--- config.mk ---
export PLATFORM = sky130hd
export DESIGN_NAME = ipcc_table
export DESIGN_NICKNAME = d
export VERILOG_FILES = /design/src/rtl/ipcc_pkg.sv /design/src/rtl/ipcc_table.sv
export SDC_FILE = /design/constraint.sdc
export NUM_CORES = 2
export LEC_CHECK = 0
export BUFFER_PORTS_ARGS = -buffer_cell sky130_fd_sc_hd__buf_4
export CORE_MARGIN = 3
export CORE_UTILIZATION = 57
export DETAILED_ROUTE_END_ITERATION = 8
export GPL_TIMING_DRIVEN = 0
export PLACE_DENSITY = 0.75
export SLEW_MARGIN = 20
export SYNTH_ARGS = -nofsm -noshare
export SYNTH_HDL_FRONTEND = slang
export SYNTH_MEMORY_MAX_BITS = 65536
export SYNTH_SLANG_ARGS = --single-unit
--- constraint.sdc ---
create_clock -name i_clk -period 4.83 [get_ports i_clk]
set_clock_uncertainty 0.2 [all_clocks]
set_input_delay 0.483 -clock i_clk [delete_from_list [all_inputs] [get_ports i_clk]]
set_output_delay 0.483 -clock i_clk [all_outputs]
set_load 0.02 [all_outputs]
--- src/rtl/ipcc_pkg.sv ---
// Shared types, constants and helpers for the IPv4 text CIDR classifier.
package ipcc_pkg;

    localparam int TABLE_SLOTS = 64;
    localparam int SLOT_W      = (TABLE_SLOTS > 1) ? $clog2(TABLE_SLOTS) : 1;
    localparam int ADDR_W      = 32;
    localparam int PROV_W      = 8;
    localparam int IDX_W       = 6;
    localparam int PLEN_W      = 6;
    localparam int CHAR_W      = 8;

    localparam logic [PLEN_W-1:0] MAX_PREFIX  = PLEN_W'(32);
    localparam logic [11:0]       OCTET_MAX   = 12'd255;
    localparam logic [CHAR_W-1:0] CHAR_DOT    = 8'h2E;
    localparam logic [CHAR_W-1:0] CHAR_ZERO   = 8'h30;
    localparam logic [CHAR_W-1:0] CHAR_NINE   = 8'h39;

    localparam logic FUNC_WRITE = 1'b0;
    localparam logic FUNC_CHAR  = 1'b1;

    typedef enum logic {
        S_IDLE,
        S_SCAN
    } t_state;

    typedef struct packed {
        logic [ADDR_W-1:0] base;
        logic [ADDR_W-1:0] mask;
        logic [PROV_W-1:0] provider;
    } t_entry;

    typedef struct packed {
        logic              en;
        logic [SLOT_W-1:0] slot;
        t_entry            entry;
        logic              valid;
    } t_tbl_wr;

    // Prefix length to network mask; zero length gives an empty mask.
    function automatic logic [ADDR_W-1:0] make_mask(input logic [PLEN_W-1:0] plen);
        logic [PLEN_W-1:0] sh;
        sh = MAX_PREFIX - plen;
        if (plen == '0) begin
            return '0;
        end
        return {ADDR_W{1'b1}} << sh;
    endfunction

endpackage

--- src/rtl/ipcc_table.sv ---
// Range table: entry memory with one write and one registered read port, plus valid bits.
module ipcc_table (
    input  logic                        i_clk,
    input  logic                        i_rst_n,
    input  ipcc_pkg::t_tbl_wr           i_wr,
    input  logic                        i_rd_en,
    input  logic [ipcc_pkg::SLOT_W-1:0] i_rd_slot,
    output ipcc_pkg::t_entry            o_rd_entry,
    output logic                        o_rd_valid
);

    ipcc_pkg::t_entry                   r_mem [ipcc_pkg::TABLE_SLOTS];
    logic [ipcc_pkg::TABLE_SLOTS-1:0]   r_valid;
    ipcc_pkg::t_entry                   r_rd_entry;
    logic                               r_rd_valid;

    always_ff @(posedge i_clk) begin
        if (i_wr.en) begin
            r_mem[i_wr.slot] <= i_wr.entry;
        end
        if (i_rd_en) begin
            r_rd_entry <= r_mem[i_rd_slot];
        end
    end

    // Valid bits clear on reset so unwritten slots never match.
    always_ff @(posedge i_clk) begin
        if (!i_rst_n) begin
            r_valid    <= '0;
            r_rd_valid <= 1'b0;
        end else begin
            if (i_wr.en) begin
                r_valid[i_wr.slot] <= i_wr.valid;
            end
            if (i_rd_en) begin
                r_rd_valid <= r_valid[i_rd_slot];
            end
        end
    end

    assign o_rd_entry = r_rd_entry;
    assign o_rd_valid = r_rd_valid;

endmodule

# Yosys cells after proc, flatten, opt, wreduce, memory -nomap -nowiden
# Memories as Yosys holds them, arrays and structs flattened. A register that Yosys moved wholly into a read port is not among the register bits.
# Index checks and enable logic that the tools add are counted.
[word_totals]
ff_bits = 65
ram_bits = 4608
out_inout_bits = 73
word_cells = 14
n_memories = 1
[classes]
n_lt_le_gt_ge = 3
n_mux = 7
reduce_logical = 1
[memory_table]
columns = ["name", "depth", "word_bits", "rd", "rd_clocked_by_memory_dff", "write_ports", "line", "source"]
rows = [
  ["r_mem", 64, 72, 1, 1, 1, "ipcc_table.sv:12", "ipcc_pkg::t_entry r_mem [ipcc_pkg::TABLE_SLOTS];"],
]
[op_table]
columns = ["operator", "n"]
rows = [
  ["64-bit bitwise mux", 1],
  ["6-bit by 7-bit less-than comparator with 1-bit output, second input constant", 2],
  ["1-bit binary-select mux with 6-bit select", 1],
  ["1-bit demux with 6-bit select", 1],
  ["6-bit by 1-bit greater-or-equal comparator with 1-bit output, second input constant", 1],
  ["1-bit 2-to-1 mux", 4],
  ["1-bit logical AND", 1],
]

# Longest topological paths before layout
[logic_depth]
ltp_word = 5
depth_mapped = 9

# Worst setup path after synthesis
# No wires, ideal clock.
[synth_timing]
path_type = "input -> register"
startpoint = "in i_wr[76] (netlist name)"
endpoint = "mem r_mem[32][0] (netlist name), enable pin"
setup_ns = 0.504
t_arrival_ns = 4.321
slack_ns = -0.195
cell_stages = 4
n_path_buf = 2
path_cell_list = "or3b_2 -> clkbuf_1 -> clkbuf_1 -> nor2_1"
[synth_rtl]
columns = ["item", "line", "source"]
rows = [
  ["start: declaration", "ipcc_table.sv:5", "input ipcc_pkg::t_tbl_wr i_wr,"],
  ["end: declaration", "ipcc_table.sv:12", ""],
]
# No word-level cell before the write port.

==> key figures <==
Timing
  – Unrepaired setup endpoints after global routing: no
  – Slew HR: 10.9%
  – Tightest Pin Transition: 1.34 ns
  – Final cycle utilization of the critical path: 77.8%
  – Min Clock Period, post-route: 3.76 ns
  – Final Hold Viols: 0
  – Number of pins exceeding their max-slew limit in the final report: 0
  – Fmax: 266 MHz
  – Number of endpoints failing setup at the final stage: 0

Yosys
  – Synth Net Count: 7044
  – Average cell area after synthesis: 25.8 um^2
  – FF+latch count, synth: 4745
  – Post-synth cell types: 31
  – Leading post-synthesis cells by instance count: edfxtp_1 (4680), mux4_2 (1524), clkbuf_1 (221)
  – Post-Synthesis Cell Area: 179000 um^2
  – Post-synth EDFFs: 4680
  – Number of warnings issued by yosys: 0
  – Largest area contributor in the synthesized netlist: edfxtp_1
  – Share of async-settable or async-resettable flops after synthesis: 0%
  – Most area-consuming cells after synthesis: edfxtp_1 (78%), mux4_2 (19%), dfxtp_1 (0.73%)
  – Area fraction of the dominant cell type after synthesis: 78.4%
  – Library cell with the highest instance count after synthesis: edfxtp_1
  – Mapped Cells: 6955
  – Share of synthesized area occupied by flip-flops and latches: 79.1%
  – Primary FF master, synth: edfxtp_1

Critical path
  – Total buffers and inverters traversed by the critical path: 4
  – CP Launch Point: i_rd_slot[0]
  – Endpoint arrival time on the critical path: 4.23 ns
  – Worst setup path category: in2reg
  – Family with the most delay on the worst path: buffers and inverters
  – CP Capture Type: flip-flop
  – Kind of start point of the critical path: primary input
  – Standard cell with the maximum stage delay on the critical path: buf_2
  – Critical register-to-register path startpoint: r_mem[60][40]
  – Worst path cell trace: buf_2 -> buf_6 -> buf_2 -> buf_2 -> mux4_2 -> mux4_2 -> mux4_2
  – Maximum fanout along the worst path: 10
  – Slowest Stage Delay on Critical Path: 0.79 ns
  – Data required, critical path: 5.30 ns

Drt
  – DR DRC count: 0
  – Total detailed-routing wirelength: 507000 um
  – First-pass iteration count of the detailed router: 7
  – Wire length per cell: 40.7 um
  – Initial DRC count: 15323
  – Antenna violation net count after detailed routing: 0
  – Count of vias placed by the detailed router: 89041
  – Via/cell ratio: 7.15

Floorplanning
  – Vertical extent of the die: 567 um
  – Initial Utilization: 57.4%
  – CORE AREA: 312000 um^2
  – Area of the die: 321000 um^2
  – Cell row count: 205
  – Die Wd: 567 um
  – Number of ports placed on the die boundary: 162

Clock network
  – Count of H-tree levels built during CTS: 5
  – Clock tree root buffer cell: clkbuf_16
  – Source-to-sink clock delay at the later pin of the worst-skew pair: 0.99 ns
  – CTS tree: yes
  – Clock sinks: 4745
  – CTS clock-pin slew for the worst setup and hold paths: 0.06 ns
  – CTS Buf Count: 451
  – Clock Path Buffers: 4

Power
  – Pwr Total: 85.6 mW
  – Psw: 18.7 mW
  – Leakage component of the power: 64.3 nW
  – Power per cell area: 412 nW/um^2
  – Share of total power consumed by net switching: 21.8%
  – Sequential group share of total power: 53.4%
  – Worst IR drop on VDD: 358 uV
  – Part of the power in combinational logic: 5.3%
  – Clock network power share: 41.3%
  – Cell internal power dissipation: 67.0 mW

Job
  – Count of maximum capacitance violations: 0

Global routing
  – Remaining global-route overflow: 0
  – First-pass GRT wire length: 706000 um
  – Vias in the first global route: 91118
  – Largest net degree at the start of global routing: 65
  – Total routing resource utilization after global routing: 31.5%
  – Initial antenna violation count: 38

Placed design
  – HPWL after detailed placement: 306000 um
  – Routability Congestion: 0.811
  – Port Buf Inserts: 154

Final layout
  – Footprint of the flip-flops and latches: 142000 um^2
  – # nets final: 8006
  – Share of final-layout standard cells stronger than drive strength 1: 34.0%
  – Area of the multi-input gates: 36500 um^2
  – Fillcell total: 17967
  – Fraction of the core area covered by cells at the end of the flow: 66.5%
  – Layout-stage area growth over the synthesis result: 15.9%

Hold path
  – Hold Path Class: in2reg
  – Hold_sp: i_rd_slot[5]

Run status
  – Outcome: complete, no violations
tightest hold or removal path, stage by stage:
cell,delay [ns]
clkbuf_1,0.18
and3b_1,0.26
o31ai_1,0.08
o2111ai_1,0.07
a41o_1,0.17
repair_timing:
item / in CTS / in global routing
hold buffers: 77 / 0
hold endpoints to repair: 4677 / 0
setup buffers: 0 / 0
setup endpoints to repair: 0 / 0
resized for setup: 0 / 0
final cells by class:
type / instances / area share, %
sequential: 4745 / 68.3
multi-input combinational: 1834 / 17.6
clock buffer: 552 / 5.64
timing repair buffer: 509 / 3.84
tap: 4140 / 2.49
clock inverter: 279 / 1.39
buffer: 376 / 0.785
antenna: 21 / 0.0253
kinds of logic after synthesis:
kind of cell / share of synthesized area (%)
buffers and inverters: 0.839
DFF: 79.1
and+or+nand+nor: 0.398
muxes: 19.2
AOI/OAI and AO/OA: 0.469
registers in the layout, summed over array words and instances, names as in the netlist:
register    flops
r_mem        4608
o_rd_entry     72
r_valid        64
o_rd_valid      1
placed cells by master, fill, tap and decap left out, types with 42 or more instances in the layout:
cell type / synthesis / layout
buf_4: 0 / 153
buf_2: 68 / 80
clkbuf_16: 0 / 453
nand2_1: 63 / 63
clkbuf_2: 0 / 72
dfxtp_1: 65 / 65
a21boi_0: 59 / 59
edfxtp_1: 4680 / 4680
dlygate4sd3_1: 0 / 77
bufinv_16: 0 / 42
clkinv_2: 0 / 84
buf_12: 0 / 209
buf_16: 0 / 67
buf_1: 86 / 44
clkinv_1: 0 / 100
clkbuf_1: 221 / 270
o21ai_0: 59 / 59
nor2_4: 0 / 64
mux4_2: 1524 / 1524
worst paths after layout:
path / end / slack, ns / cells past startpoint
worst max-delay path: o_rd_entry[71] / 1.07 / 7
worst min-delay path: o_rd_valid / 0.12 / 5
worst max register to register: o_rd_entry[40] / 2.24 / 3
worst min register to register: r_valid[58] / 0.30 / 2
stage by stage:
stage / setup WS (ns) / instances / hold WS [ns] / TNS [ns] / area (um^2)
2_1_floorplan: -0.195 / 6955 / 0.254 / -75.10 / 179000
3_3_place_gp: -4.57 / 11249 / 0.266 / - / 186000
3_5_place_dp: 0.197 / 11526 / 0.279 / 0 / 192000
4_1_cts: 1.14 / 12434 / 0.0407 / 0 / 208000
5_1_grt: 1.04 / 12447 / 0.130 / 0 / 208000
6_report: 1.07 / 12456 / 0.123 / 0 / 208000
routing by layer:
layer / global-route usage [%] / share of wire [%]
met3: 7.45 / 12
met1: 41.0 / 33
met4: 15.4 / 5.7
met5: 0 / 0.054
met2: 50.6 / 49
power groups by stage:
| stage | Sequential, mW | Clock [mW] | Combinational (mW) |
|---|---|---|---|
| floorplan | 46.6 | 0 | 2.20 |
| global placement | 46.6 | 0 | 4.03 |
| detailed placement | 46.6 | 0 | 4.31 |
| CTS | 45.7 | 35.6 | 4.50 |
| global route | 45.7 | 36.9 | 4.69 |
| finish | 45.7 | 35.4 | 4.53 |
Power figures use the tool's default switching activity.
